### config.mk
export PLATFORM = sky130hd
export DESIGN_NAME = json_string_escape_utf8_check
export DESIGN_NICKNAME = d
export VERILOG_FILES = /design/src/rtl/jseu_pkg.sv /design/src/rtl/jseu_front.sv /design/src/rtl/jseu_queue.sv /design/src/rtl/jseu_back.sv /design/src/rtl/json_string_escape_utf8_check.sv
export VERILOG_INCLUDE_DIRS = /design/src /design/src/rtl
export SDC_FILE = /design/constraint.sdc
export NUM_CORES = 1
export LEC_CHECK = 0
export BUFFER_PORTS_ARGS = -buffer_cell sky130_fd_sc_hd__buf_2
export CORE_ASPECT_RATIO = 1.4
export CORE_MARGIN = 10
export CORE_UTILIZATION = 66
export DETAILED_ROUTE_END_ITERATION = 12
export PLACE_DENSITY = 0.9
export SYNTH_ARGS = -nofsm -noshare
export SYNTH_HDL_FRONTEND = slang
export SYNTH_SLANG_ARGS = --single-unit
### constraint.sdc
create_clock -name clk -period 6.5 [get_ports clk]
set_clock_uncertainty 0.2 [all_clocks]
set_input_delay 0.975 -clock clk [delete_from_list [all_inputs] [get_ports clk]]
set_output_delay 0.975 -clock clk [all_outputs]
set_load 0.005 [all_outputs]
### src/rtl/json_string_escape_utf8_check_assert.svh
// ============================================================================
// JSON string quoter assertion macros
// Shared concurrent assertion forms, clocked on clk with active-low reset.
// ============================================================================
`ifndef JSON_STRING_ESCAPE_UTF8_CHECK_ASSERT_SVH
`define JSON_STRING_ESCAPE_UTF8_CHECK_ASSERT_SVH

// same-cycle implication
`define JSEU_ASSERT_IMPL(label, clk, rst_n, ante, cons) \
    label: assert property (@(posedge clk) disable iff (!rst_n) (ante) |-> (cons)) \
        else $error("jseu: assertion failed");

// next-cycle implication
`define JSEU_ASSERT_NEXT(label, clk, rst_n, ante, cons) \
    label: assert property (@(posedge clk) disable iff (!rst_n) (ante) |=> (cons)) \
        else $error("jseu: assertion failed");

`endif

### src/rtl/jseu_pkg.sv
// ============================================================================
// jseu_pkg
// Types, codes and helpers shared by the JSON string quoter with UTF-8 check.
// ============================================================================
package jseu_pkg;

    localparam int unsigned DEF_QUEUE_DEPTH = 4;

    localparam logic [7:0] CH_QUOTE  = 8'h22;
    localparam logic [7:0] CH_BSLASH = 8'h5c;
    localparam logic [7:0] CH_U      = 8'h75;
    localparam logic [7:0] CH_ZERO   = 8'h30;
    localparam logic [7:0] CH_A      = 8'h61;
    localparam logic [7:0] CTRL_LIMIT = 8'h20;

    localparam logic [7:0] LEAD2_LO = 8'hc2;
    localparam logic [7:0] LEAD2_HI = 8'hdf;
    localparam logic [7:0] LEAD3_LO = 8'he0;
    localparam logic [7:0] LEAD3_HI = 8'hef;
    localparam logic [7:0] LEAD4_LO = 8'hf0;
    localparam logic [7:0] LEAD4_HI = 8'hf4;

    localparam int unsigned SCALAR_W = 21;
    localparam logic [SCALAR_W-1:0] MIN_CLS1   = 21'h00080;
    localparam logic [SCALAR_W-1:0] MIN_CLS2   = 21'h00800;
    localparam logic [SCALAR_W-1:0] MIN_CLS3   = 21'h10000;
    localparam logic [SCALAR_W-1:0] SCALAR_MAX = 21'h10ffff;
    localparam logic [SCALAR_W-1:0] SURR_LO    = 21'h00d800;
    localparam logic [SCALAR_W-1:0] SURR_HI    = 21'h00dfff;

    localparam logic [2:0] ERR_NONE     = 3'd0;
    localparam logic [2:0] ERR_BAD_LEAD = 3'd1;
    localparam logic [2:0] ERR_TRUNC    = 3'd2;
    localparam logic [2:0] ERR_BAD_CONT = 3'd3;
    localparam logic [2:0] ERR_BAD_SCAL = 3'd4;

    localparam logic [1:0] KIND_PLAIN   = 2'd0;
    localparam logic [1:0] KIND_ESC     = 2'd1;
    localparam logic [1:0] KIND_UNICODE = 2'd2;

    typedef struct packed {
        logic [7:0] data_byte;
        logic       first_byte;
        logic       last_byte;
        logic       empty_string;
    } in_item_t;

    typedef struct packed {
        logic [7:0] out_byte;
        logic       end_of_run;
        logic       end_of_string;
        logic [2:0] error_code;
    } out_item_t;

    // classified item handed from front to back
    typedef struct packed {
        logic [7:0] data;
        logic       first;
        logic       last;
        logic       empty;
        logic [1:0] kind;
        logic [2:0] err;
    } desc_t;

    typedef struct packed {
        logic full;
        logic empty;
    } q_status_t;

    function automatic logic [7:0] hex_digit(input logic [3:0] nib);
        logic [7:0] r;
        if (nib < 4'd10)
        begin
            r = CH_ZERO + {4'd0, nib};
        end
        else
        begin
            r = CH_A + {4'd0, nib} - 8'd10;
        end
        return r;
    endfunction

    function automatic logic [SCALAR_W-1:0] min_scalar(input logic [1:0] cls);
        logic [SCALAR_W-1:0] r;
        unique case (cls)
            2'd1:    r = MIN_CLS1;
            2'd2:    r = MIN_CLS2;
            default: r = MIN_CLS3;
        endcase
        return r;
    endfunction

endpackage

### src/rtl/jseu_front.sv
// ============================================================================
// jseu_front
// Accepts raw bytes, runs the UTF-8 check and classifies the escape form.
// ============================================================================
module jseu_front (
    input  logic                clk,
    input  logic                rst_n,
    input  logic                raw_valid,
    output logic                raw_stall,
    input  jseu_pkg::in_item_t  raw_data,
    input  jseu_pkg::q_status_t q_status,
    output logic                push,
    output jseu_pkg::desc_t     push_desc
);
    import jseu_pkg::*;

    logic [1:0]          pc_reg, pc_next;
    logic [SCALAR_W-1:0] acc_reg, acc_next;
    logic [1:0]          cls_reg, cls_next;
    logic [2:0]          err_reg, err_next;
    logic [7:0]          b;
    logic [1:0]          kind;

    assign raw_stall = q_status.full;
    assign push      = raw_valid && !q_status.full;
    assign b         = raw_data.data_byte;

    always_comb
    begin
        pc_next  = pc_reg;
        acc_next = acc_reg;
        cls_next = cls_reg;
        err_next = err_reg;
        if (raw_data.first_byte || raw_data.empty_string)
        begin
            pc_next  = 2'd0;
            acc_next = '0;
            cls_next = 2'd0;
            err_next = ERR_NONE;
        end
        if (!raw_data.empty_string)
        begin
            if (pc_next == 2'd0)
            begin
                priority if (!b[7])
                begin
                    pc_next = 2'd0;
                end
                else if (b >= LEAD2_LO && b <= LEAD2_HI)
                begin
                    pc_next  = 2'd1;
                    acc_next = {16'd0, b[4:0]};
                    cls_next = 2'd1;
                end
                else if (b >= LEAD3_LO && b <= LEAD3_HI)
                begin
                    pc_next  = 2'd2;
                    acc_next = {17'd0, b[3:0]};
                    cls_next = 2'd2;
                end
                else if (b >= LEAD4_LO && b <= LEAD4_HI)
                begin
                    pc_next  = 2'd3;
                    acc_next = {18'd0, b[2:0]};
                    cls_next = 2'd3;
                end
                else
                begin
                    if (err_next == ERR_NONE)
                    begin
                        err_next = ERR_BAD_LEAD;
                    end
                end
            end
            else if (b[7:6] != 2'b10)
            begin
                if (err_next == ERR_NONE)
                begin
                    err_next = ERR_BAD_CONT;
                end
                pc_next  = 2'd0;
                acc_next = '0;
                cls_next = 2'd0;
            end
            else
            begin
                acc_next = {acc_next[SCALAR_W-7:0], b[5:0]};
                pc_next  = pc_next - 2'd1;
                if (pc_next == 2'd0)
                begin
                    if ((acc_next < min_scalar(cls_next) || acc_next > SCALAR_MAX
                         || (acc_next >= SURR_LO && acc_next <= SURR_HI))
                        && err_next == ERR_NONE)
                    begin
                        err_next = ERR_BAD_SCAL;
                    end
                    acc_next = '0;
                    cls_next = 2'd0;
                end
            end
            if (raw_data.last_byte)
            begin
                if (pc_next != 2'd0 && err_next == ERR_NONE)
                begin
                    err_next = ERR_TRUNC;
                end
                pc_next  = 2'd0;
                acc_next = '0;
                cls_next = 2'd0;
            end
        end
    end

    always_comb
    begin
        priority if (b == CH_QUOTE || b == CH_BSLASH)
        begin
            kind = KIND_ESC;
        end
        else if (b < CTRL_LIMIT)
        begin
            kind = KIND_UNICODE;
        end
        else
        begin
            kind = KIND_PLAIN;
        end
    end

    assign push_desc.data  = b;
    assign push_desc.first = raw_data.first_byte;
    assign push_desc.last  = raw_data.last_byte;
    assign push_desc.empty = raw_data.empty_string;
    assign push_desc.kind  = kind;
    assign push_desc.err   = err_next;

    always_ff @(posedge clk or negedge rst_n)
    begin
        if (!rst_n)
        begin
            pc_reg  <= 2'd0;
            acc_reg <= '0;
            cls_reg <= 2'd0;
            err_reg <= ERR_NONE;
        end
        else if (push)
        begin
            pc_reg  <= pc_next;
            acc_reg <= acc_next;
            cls_reg <= cls_next;
            err_reg <= err_next;
        end
    end

endmodule

### src/rtl/jseu_queue.sv
// ============================================================================
// jseu_queue
// Small FIFO of classified items between the front and back parts.
// ============================================================================
module jseu_queue #(
    parameter int unsigned DEPTH = jseu_pkg::DEF_QUEUE_DEPTH
) (
    input  logic                clk,
    input  logic                rst_n,
    input  logic                push,
    input  jseu_pkg::desc_t     push_desc,
    input  logic                pop,
    output jseu_pkg::desc_t     head_desc,
    output jseu_pkg::q_status_t status
);
    import jseu_pkg::*;

    localparam int unsigned PTR_W = (DEPTH > 1) ? $clog2(DEPTH) : 1;
    localparam int unsigned CNT_W = $clog2(DEPTH + 1);

    desc_t              mem_reg [DEPTH];
    logic [PTR_W-1:0]   wr_ptr_reg, wr_ptr_next;
    logic [PTR_W-1:0]   rd_ptr_reg, rd_ptr_next;
    logic [CNT_W-1:0]   count_reg, count_next;

    assign status.full  = (count_reg == CNT_W'(DEPTH));
    assign status.empty = (count_reg == '0);
    assign head_desc    = mem_reg[rd_ptr_reg];

    always_comb
    begin
        wr_ptr_next = wr_ptr_reg;
        rd_ptr_next = rd_ptr_reg;
        count_next  = count_reg;
        if (push)
        begin
            wr_ptr_next = (wr_ptr_reg == PTR_W'(DEPTH - 1)) ? '0 : wr_ptr_reg + 1'b1;
        end
        if (pop)
        begin
            rd_ptr_next = (rd_ptr_reg == PTR_W'(DEPTH - 1)) ? '0 : rd_ptr_reg + 1'b1;
        end
        if (push && !pop)
        begin
            count_next = count_reg + 1'b1;
        end
        else if (pop && !push)
        begin
            count_next = count_reg - 1'b1;
        end
    end

    always_ff @(posedge clk)
    begin
        if (push)
        begin
            mem_reg[wr_ptr_reg] <= push_desc;
        end
    end

    always_ff @(posedge clk or negedge rst_n)
    begin
        if (!rst_n)
        begin
            wr_ptr_reg <= '0;
            rd_ptr_reg <= '0;
            count_reg  <= '0;
        end
        else
        begin
            wr_ptr_reg <= wr_ptr_next;
            rd_ptr_reg <= rd_ptr_next;
            count_reg  <= count_next;
        end
    end

endmodule

### src/rtl/jseu_back.sv
// ============================================================================
// jseu_back
// Expands each classified item into output bytes through an output register.
// ============================================================================
module jseu_back (
    input  logic                 clk,
    input  logic                 rst_n,
    input  jseu_pkg::desc_t      head_desc,
    input  jseu_pkg::q_status_t  q_status,
    output logic                 pop,
    output logic                 json_valid,
    input  logic                 json_stall,
    output jseu_pkg::out_item_t  json_data
);
    import jseu_pkg::*;

    logic [2:0] step_reg, step_next;
    logic       out_valid_reg, out_valid_next;
    out_item_t  out_reg, out_next;
    logic       load;
    logic [3:0] body_len;
    logic [3:0] total;
    logic [2:0] j;
    logic       is_last;
    logic [7:0] body_byte;
    logic [7:0] sel_byte;
    logic       sel_eos;

    assign load = !q_status.empty && (!out_valid_reg || !json_stall);

    always_comb
    begin
        unique case (head_desc.kind)
            KIND_ESC:     body_len = 4'd2;
            KIND_UNICODE: body_len = 4'd6;
            default:      body_len = 4'd1;
        endcase
        if (head_desc.empty)
        begin
            total = 4'd2;
        end
        else
        begin
            total = body_len + {3'd0, head_desc.first} + {3'd0, head_desc.last};
        end
        is_last = ({1'b0, step_reg} + 4'd1 == total);
        j = step_reg - {2'd0, head_desc.first};
    end

    always_comb
    begin
        unique case (head_desc.kind)
            KIND_ESC:
            begin
                body_byte = (j == 3'd0) ? CH_BSLASH : head_desc.data;
            end
            KIND_UNICODE:
            begin
                unique case (j)
                    3'd0:         body_byte = CH_BSLASH;
                    3'd1:         body_byte = CH_U;
                    3'd2, 3'd3:   body_byte = CH_ZERO;
                    3'd4:         body_byte = hex_digit(head_desc.data[7:4]);
                    default:      body_byte = hex_digit(head_desc.data[3:0]);
                endcase
            end
            default:
            begin
                body_byte = head_desc.data;
            end
        endcase
    end

    always_comb
    begin
        sel_byte = CH_QUOTE;
        sel_eos  = 1'b0;
        priority if (head_desc.empty)
        begin
            sel_eos = (step_reg == 3'd1);
        end
        else if (head_desc.first && step_reg == 3'd0)
        begin
            sel_eos = 1'b0;
        end
        else if ({1'b0, j} < body_len)
        begin
            sel_byte = body_byte;
        end
        else
        begin
            sel_eos = 1'b1;
        end
    end

    always_comb
    begin
        step_next      = step_reg;
        out_valid_next = out_valid_reg;
        out_next       = out_reg;
        pop            = 1'b0;
        if (load)
        begin
            out_valid_next         = 1'b1;
            out_next.out_byte      = sel_byte;
            out_next.end_of_run    = is_last;
            out_next.end_of_string = sel_eos;
            out_next.error_code    = head_desc.err;
            if (is_last)
            begin
                step_next = 3'd0;
                pop       = 1'b1;
            end
            else
            begin
                step_next = step_reg + 3'd1;
            end
        end
        else if (!json_stall)
        begin
            out_valid_next = 1'b0;
        end
    end

    always_ff @(posedge clk)
    begin
        out_reg <= out_next;
    end

    always_ff @(posedge clk or negedge rst_n)
    begin
        if (!rst_n)
        begin
            step_reg      <= 3'd0;
            out_valid_reg <= 1'b0;
        end
        else
        begin
            step_reg      <= step_next;
            out_valid_reg <= out_valid_next;
        end
    end

    assign json_valid = out_valid_reg;
    assign json_data  = out_reg;

endmodule

### src/rtl/json_string_escape_utf8_check.sv
// ============================================================================
// json_string_escape_utf8_check
// Quotes and escapes a byte string as JSON and checks it as strict UTF-8.
// ============================================================================
// Input channel raw_*: one string byte per item with first/last marks, or an
// empty-string item. Output channel json_*: one output byte per item, with
// end_of_run on the last byte an input item causes, end_of_string on the
// closing quote and a sticky UTF-8 error code on every byte.
// The front part checks and classifies each input item in the cycle it is
// accepted and writes it into a QUEUE_DEPTH-entry queue. The back part
// expands the queue head into the output register, one output byte per
// cycle while the output register is empty or json_stall is low.
// The first result of an item passes through the queue and then the output
// register. An item gives as many output bytes as it has results: 1 for a
// plain byte, 2 for a quote or backslash, 6 for a control byte, plus one per
// opening or closing quote. The front keeps accepting until the queue is full.
// A stalled output holds its byte; raw_stall rises once the queue fills.
// Reset clears the check state, the queue and the output valid.
// ============================================================================
`include "json_string_escape_utf8_check_assert.svh"

module json_string_escape_utf8_check #(
    parameter int unsigned QUEUE_DEPTH = jseu_pkg::DEF_QUEUE_DEPTH
) (
    input  logic                clk,
    input  logic                rst_n,
    input  logic                raw_valid,
    output logic                raw_stall,
    input  jseu_pkg::in_item_t  raw_data,
    output logic                json_valid,
    input  logic                json_stall,
    output jseu_pkg::out_item_t json_data
);
    import jseu_pkg::*;

    q_status_t q_status;
    logic      push;
    logic      pop;
    desc_t     push_desc;
    desc_t     head_desc;

    jseu_front u_front (
        .clk       (clk),
        .rst_n     (rst_n),
        .raw_valid (raw_valid),
        .raw_stall (raw_stall),
        .raw_data  (raw_data),
        .q_status  (q_status),
        .push      (push),
        .push_desc (push_desc)
    );

    jseu_queue #(
        .DEPTH (QUEUE_DEPTH)
    ) u_queue (
        .clk       (clk),
        .rst_n     (rst_n),
        .push      (push),
        .push_desc (push_desc),
        .pop       (pop),
        .head_desc (head_desc),
        .status    (q_status)
    );

    jseu_back u_back (
        .clk        (clk),
        .rst_n      (rst_n),
        .head_desc  (head_desc),
        .q_status   (q_status),
        .pop        (pop),
        .json_valid (json_valid),
        .json_stall (json_stall),
        .json_data  (json_data)
    );

    `JSEU_ASSERT_NEXT(a_push_fills_queue, clk, rst_n, raw_valid && !raw_stall, !q_status.empty)
    `JSEU_ASSERT_IMPL(a_eos_ends_run, clk, rst_n, json_valid && json_data.end_of_string, json_data.end_of_run)
    `JSEU_ASSERT_IMPL(a_err_range, clk, rst_n, json_valid, json_data.error_code <= ERR_BAD_SCAL)

endmodule
# After elaboration in Yosys (flattened, before gate mapping)
# Memory sizes are Yosys's and may differ from the RTL's.
# Cells that the tools add are included.
[op_classes] n_addsub=16 mul=0 div=0 order_cmp=14 eq_ne=17 shifts=0 muxes=73 n_bitwise=1 reduce_logical=33
[op_table] op="21-bit 2-to-1 mux" n=14
[op_table] op="3-bit 2-to-1 mux" n=18
[op_table] op="2-bit 2-to-1 mux" n=24
[op_table] op="17-bit one-hot mux with 2 select lines" n=1
[op_table] op="8-bit one-hot mux with 4 select lines" n=1
[op_table] op="8-bit greater-or-equal comparator (second input constant)" n=3
[op_table] op="8-bit less-or-equal comparator (second input constant)" n=3
[op_table] op="8-bit 2-to-1 mux" n=3
[op_table] op="21-bit by 16-bit greater-or-equal comparator with 1-bit output (second input constant)" n=1
[op_table] op="21-bit > comparator (second input constant)" n=1
[op_table] op="21-bit by 16-bit less-or-equal comparator with 1-bit output (second input constant)" n=1
[op_table] op="21-bit less-than comparator" n=1
[op_table] op="7-bit by 4-bit adder with 8-bit output (first input constant)" n=2
[op_table] op="8-bit one-hot mux with 2 select lines" n=1
[op_table] op="8-bit by 4-bit subtractor with 8-bit output (second input constant)" n=2
[op_table] op="3-bit logical NOT" n=5
[op_table] op="6-bit by 4-bit adder with 7-bit output (first input constant)" n=2
[op_table] op="1-bit logical AND" n=11
[op_table] op="1-bit 2-to-1 mux" n=9
[op_table] op="2-bit equality test (second input constant)" n=4
[op_table] op="8-bit by 6-bit equality test with 1-bit output (second input constant)" n=1
[op_table] op="8-bit by 7-bit equality test with 1-bit output (second input constant)" n=1
[op_table] op="4-bit less-than comparator (second input constant)" n=2
[op_table] op="8-bit by 6-bit less-than comparator with 1-bit output (second input constant)" n=1
[op_table] op="25 further kinds" n=42
[word_totals] reg_bits=52 latch_bits=0 ramBits=64 mem_bits_ro=0 output_inout_bits=15 word_cells=168 mem_count=1
[mem_list] name="u_queue.mem_reg" words=4 width=16 rd=1 rd_ports_with_merged_regs=0 write_ports=1 line_no="jseu_queue.sv:21" text="desc_t mem_reg [DEPTH];"

# Longest topological paths before layout
[depth] word_depth=22 ltp_mapped=19

# By module
# From an unflattened synthesis, not the netlist that was laid out.
[unflattened] hier_cells=448 area_unflattened_um2=5860.6
[by_module_without_submodules] module="jseu_queue" instances=1 cells_each=121 area_each_um2=2766.4
[by_module_without_submodules] module="jseu_front" instances=1 cells_each=177 area_each_um2=1685.4
[by_module_without_submodules] module="jseu_back" instances=1 cells_each=150 area_each_um2=1408.9

# Worst setup path after synthesis
# Ideal clock, no wire load.
[synth_path] path_kind="register -> register" startpoint="register u_queue.rd_ptr_reg[0]" endpoint="register u_queue.count_reg[1]" setup_time_ps=125 t_arrival_ps=4127 t_required_ps=6175 path_slack_ps=2049 path_stages_with_launch=16 path_buffers=2 synth_period_minus_slack_ps=4451 path_cell_list="dfrtp_1 > buf_6 > buf_6 > mux4_2 > ha_1 > fa_1 > ha_1 > xor2_1 > or3_1 > a21oi_1 > o22ai_2 > nand2b_4 > ha_1 > inv_1 > fa_1 > mux2_2"
[synth_via] elab_chain_cells=12 elab_cells_between_ends=15
[synth_lines] element="start: declaration" line_no="jseu_queue.sv:23" text="logic [PTR_W-1:0] rd_ptr_reg, rd_ptr_next;"
[synth_lines] element="start signal: assignment" line_no="jseu_queue.sv:72" text="rd_ptr_reg <= rd_ptr_next;"
[synth_lines] element="memory 4 x 16 bit (*)"
[synth_lines] element="2-bit equality test or 2-bit by 1-bit equality test with 1-bit output (tied branches)" line_no="jseu_back.sv:33" text="unique case (head_desc.kind)"
[synth_lines] element="3-bit one-hot mux with 2 select lines" line_no="jseu_back.sv:33"
[synth_lines] element="3-bit by 1-bit adder with 4-bit output" line_no="jseu_back.sv:44" text="total = body_len + {3'd0, head_desc.first} + {3'd0, head_desc.last};"
[synth_lines] element="4-bit by 1-bit adder with 4-bit output" line_no="jseu_back.sv:44"
[synth_lines] element="4-bit 2-to-1 mux (*)" line_no="jseu_back.sv:38" text="if (head_desc.empty)"
[synth_lines] element="4-bit equality test (*)" line_no="jseu_back.sv:46" text="is_last = ({1'b0, step_reg} + 4'd1 == total);"
[synth_lines] element="1-bit 2-to-1 mux (*)" line_no="jseu_back.sv:109" text="if (is_last)"
[synth_lines] element="1-bit 2-to-1 mux (*)" line_no="jseu_back.sv:102" text="if (load)"
[synth_lines] element="1-bit logical NOT (*)" line_no="jseu_queue.sv:43" text="if (push && !pop)"
[synth_lines] element="1-bit logical AND (*)" line_no="jseu_queue.sv:43"
[synth_lines] element="3-bit 2-to-1 mux (*)" line_no="jseu_queue.sv:43"
[synth_lines] element="via u_queue.count_next[1]" line_no="jseu_queue.sv:24" text="logic [CNT_W-1:0] count_reg, count_next;"
[synth_lines] element="end signal: assignment" line_no="jseu_queue.sv:73" text="count_reg <= count_next;"
[synth_lines] element="end: declaration" line_no="jseu_queue.sv:24"
# Mark *: on every way through the listed nets, which the timed path passes. The rest lies on a longest branch.
# A chain may end at the register's enable or synchronous reset.

# Final worst setup path
# Same ends and word-level chain as after synthesis.

==> results.json <==
{
  "outcome": "finished clean",
  "htreeDepth": 3,
  "start_util_pct": 67.6,
  "syn_avg_cell_area_um2": 13.1,
  "number_of_port_buffers": 29,
  "final_routed_wire_length_divided_by_cell_count_um": 22.2,
  "crit_required_ps": 6530,
  "final_max_slew_viol_count": 0,
  "worst-slew-pin-transition_ps": 851,
  "post-route-cell-area_um2": 6010,
  "antenna_found_initial": 0,
  "cts_buffer_depth": 2,
  "max_capacitance_violation_count": 0,
  "drt-initial-drc-count": 412,
  "gr-usage-all-layers_pct": 19.6,
  "routed_via_density": 6.94,
  "die_height_um": 128,
  "ioPinCount": 30,
  "cp.arrival_ps": 5180,
  "finalPower_mw": 2.88,
  "synthesis_warnings": 0,
  "layout.filler_cells": 470,
  "regToRegSetupSlack_ps": 1350,
  "placeableCoreArea_um2": 8150,
  "reg2regPathDepth": 13,
  "synth_cell_type_count": 64,
  "most_common_cell_in_the_synthesized_netlist": "edfxtp_1",
  "startpoint_type": "flop",
  "grt_pass1_vias": 3967,
  "yosys.area.top_type": "edfxtp_1",
  "worstReg2RegEnd": "u_queue.count_reg[1]$_DFFE_PN0P_",
  "detail_route.drc_violations": 0,
  "post_dp_cell_area_um2": 5710,
  "timing.slew.headroom_pct": 43.2,
  "power_density_nw_per_um2": 479,
  "synth_top_area_share_pct": 41.9,
  "ys_async_sr_fraction_pct": 30.0,
  "globalplace.congestion": 0.953,
  "criticalPathCategory": "flop to flop",
  "drive_above_1_share_pct": 14.7,
  "synth.ff_latch_count": 110,
  "grt_max_degree": 34,
  "globalRoute.totalOverflow": 0,
  "layout.area.seq_um2": 3140,
  "largest_reg_flops": 64,
  "clk_root_buffer_cell": "clkbuf_16",
  "wirelength_mm": 12.4,
  "hold-worst-slack_ps": 315,
  "antenna-diode-count": 0,
  "power_leakage_nw": 2.36,
  "post-dp-hpwl_mm": 8.41,
  "hold_class": "flop to flop",
  "worstHoldPathCells": 1,
  "synth_top_cells_by_count": "77 x edfxtp_1, 33 x dfrtp_1, 30 x nor2_1",
  "drtAntennaViolNets": 0,
  "cells_after_synth": 422,
  "post_cts_buffers": 0,
  "regToRegStartpoint": "u_queue.rd_ptr_reg[0]$_DFFE_PN0P_",
  "synth.top_cells.by_area": "edfxtp_1 42%, dfrtp_1 15%, ha_1 5.4%",
  "ys_dominant_reg_cell": "edfxtp_1",
  "syn_area_um2": 5510,
  "finalSetupViolations": 0,
  "tritoncts": "built",
  "clk_pin_slew_ps": 70,
  "clock.fmax_mhz": 194,
  "grt_first_pass_wirelength_mm": 19.7,
  "tritoncts_num_sinks": 110,
  "critPathMaxFanout": 14,
  "num_vias": 3868,
  "fin_tns_setup_ps": 0,
  "total_of_hold_buffers_inserted_after_clock_tree_synthesis": 0,
  "std_cell_rows": 39,
  "multi_input_comb_area_um2": 2180,
  "yosysSeqAreaShare_pct": 56.9,
  "clkLatencyLatePin_ps": 340,
  "numCtsBuffers": 9,
  "grt_setup_unrepaired": "false",
  "area.growth.synth_to_final_pct": 9.10,
  "fin_util_pct": 73.8,
  "fp.dieW_um": 97.2,
  "peakVddDrop_v": 0.000304,
  "design.die.area_um2": 12500,
  "holdPathEnd": "u_front.acc_reg[6]$_DFFE_PN0P_",
  "hold_start": "u_front.acc_reg[0]$_DFFE_PN0P_",
  "post_cts_resized": 0,
  "number_of_enable_type_register_cells_in_the_synthesized_netlist": 77,
  "timing.final.crit_period_ps": 5150,
  "nets": 491,
  "synth_net_count": 463,
  "end_kind": "flop",
  "dr.pass1.iters": 5,
  "hold_violation_total_from_the_final_report": 0,
  "fin_crit_sh_pct": 79.2
}
[worst max-delay path by stage]
stage | startpoint | end | slack, ps | cells past startpoint
floorplan | u_queue.rd_ptr_reg[0]$_DFFE_PN0P_ | u_queue.count_reg[1]$_DFFE_PN0P_ | 2050 | 15
global placement | u_queue.rd_ptr_reg[0]$_DFFE_PN0P_ | u_queue.count_reg[1]$_DFFE_PN0P_ | 1680 | 13
detailed placement | u_queue.rd_ptr_reg[0]$_DFFE_PN0P_ | u_queue.count_reg[1]$_DFFE_PN0P_ | 1440 | 13
CTS | u_queue.rd_ptr_reg[0]$_DFFE_PN0P_ | u_queue.count_reg[1]$_DFFE_PN0P_ | 1380 | 13
global route | u_queue.rd_ptr_reg[0]$_DFFE_PN0P_ | u_queue.count_reg[1]$_DFFE_PN0P_ | 1150 | 13
finish | u_queue.rd_ptr_reg[0]$_DFFE_PN0P_ | u_queue.count_reg[1]$_DFFE_PN0P_ | 1350 | 13
[metal layers]
layer	track usage [%]	vias up	part of all wire (%)
met1	20.0	1899	35
met4	11.9	0	4.3
li1	-	1692	-
met3	4.05	54	7.5
met2	35.9	223	54
met5	0	-	0
[power by group]
| part | total [mW] | switching (mW) | internal [mW] |
|---|---|---|---|
| Clock | 0.543 | 0.239 | 0.304 |
| Combinational | 1.29 | 0.769 | 0.521 |
| Sequential | 1.05 | 0.0999 | 0.945 |
| Total | 2.88 | 1.11 | 1.77 |
[area by class of cell]
| cell class | count | area share, % |
|---|---|---|
| well taps | 102 | 2.12 |
| repair buffers | 30 | 2.54 |
| multi-input cells | 270 | 36.3 |
| flip-flops and latches | 110 | 52.2 |
| clock buffers | 13 | 4.66 |
| clock inverters | 3 | 0.416 |
| inverters | 29 | 1.81 |
[metrics by stage]
stage	std cells	setup WS, ps
floorplan	422	2050
global placement	541	1680
detailed placement	541	1440
CTS	557	1380
global route	557	1150
finish	557	1350
[cell usage in the layout, fill, tap and decap left out, types with 4 or more instances in the layout]
cell | synthesis | layout
edfxtp_1 | 77 | 77
dfrtp_1 | 33 | 33
nor2_1 | 30 | 30
inv_1 | 29 | 29
buf_2 | 0 | 29
nand2_1 | 26 | 26
ha_1 | 24 | 24
o21ai_0 | 17 | 17
a21oi_1 | 15 | 15
a22o_1 | 15 | 15
and2_1 | 11 | 11
mux4_2 | 9 | 9
clkbuf_16 | 0 | 9
nand3_1 | 8 | 8
or3_1 | 8 | 8
mux4_1 | 7 | 7
nor3_1 | 7 | 7
o22ai_1 | 6 | 6
xnor2_1 | 5 | 5
o31ai_1 | 5 | 5
or2_2 | 4 | 4
nor4_1 | 4 | 4
nand2b_1 | 4 | 4
a32o_1 | 4 | 4
clkbuf_8 | 2 | 4
[critical path: stages, from the launching register on]
cell	delay (ps)
dfrtp_1	740
mux4_2	640
ha_1	500
fa_1	510
ha_1	340
xor2_1	160
or3_1	330
a21oi_1	230
o22ai_2	160
nand2b_4	190
ha_1	250
inv_1	80
fa_1	430
mux2_2	270
[cell families (layout without fill, tap and decap cells)]
group	Yosys count	in the layout	synth area share [%]
multiplexers	20	20	7.97
XOR/XNOR	8	8	1.27
flip-flops	110	110	56.9
AND/OR/NAND/NOR	115	115	10.7
buffers and inverters	42	75	3.50
adder cells (fa/ha/maj)	26	26	6.17
AO/OA/AOI/OAI	101	101	13.4
(Power assumes the default switching activity.)
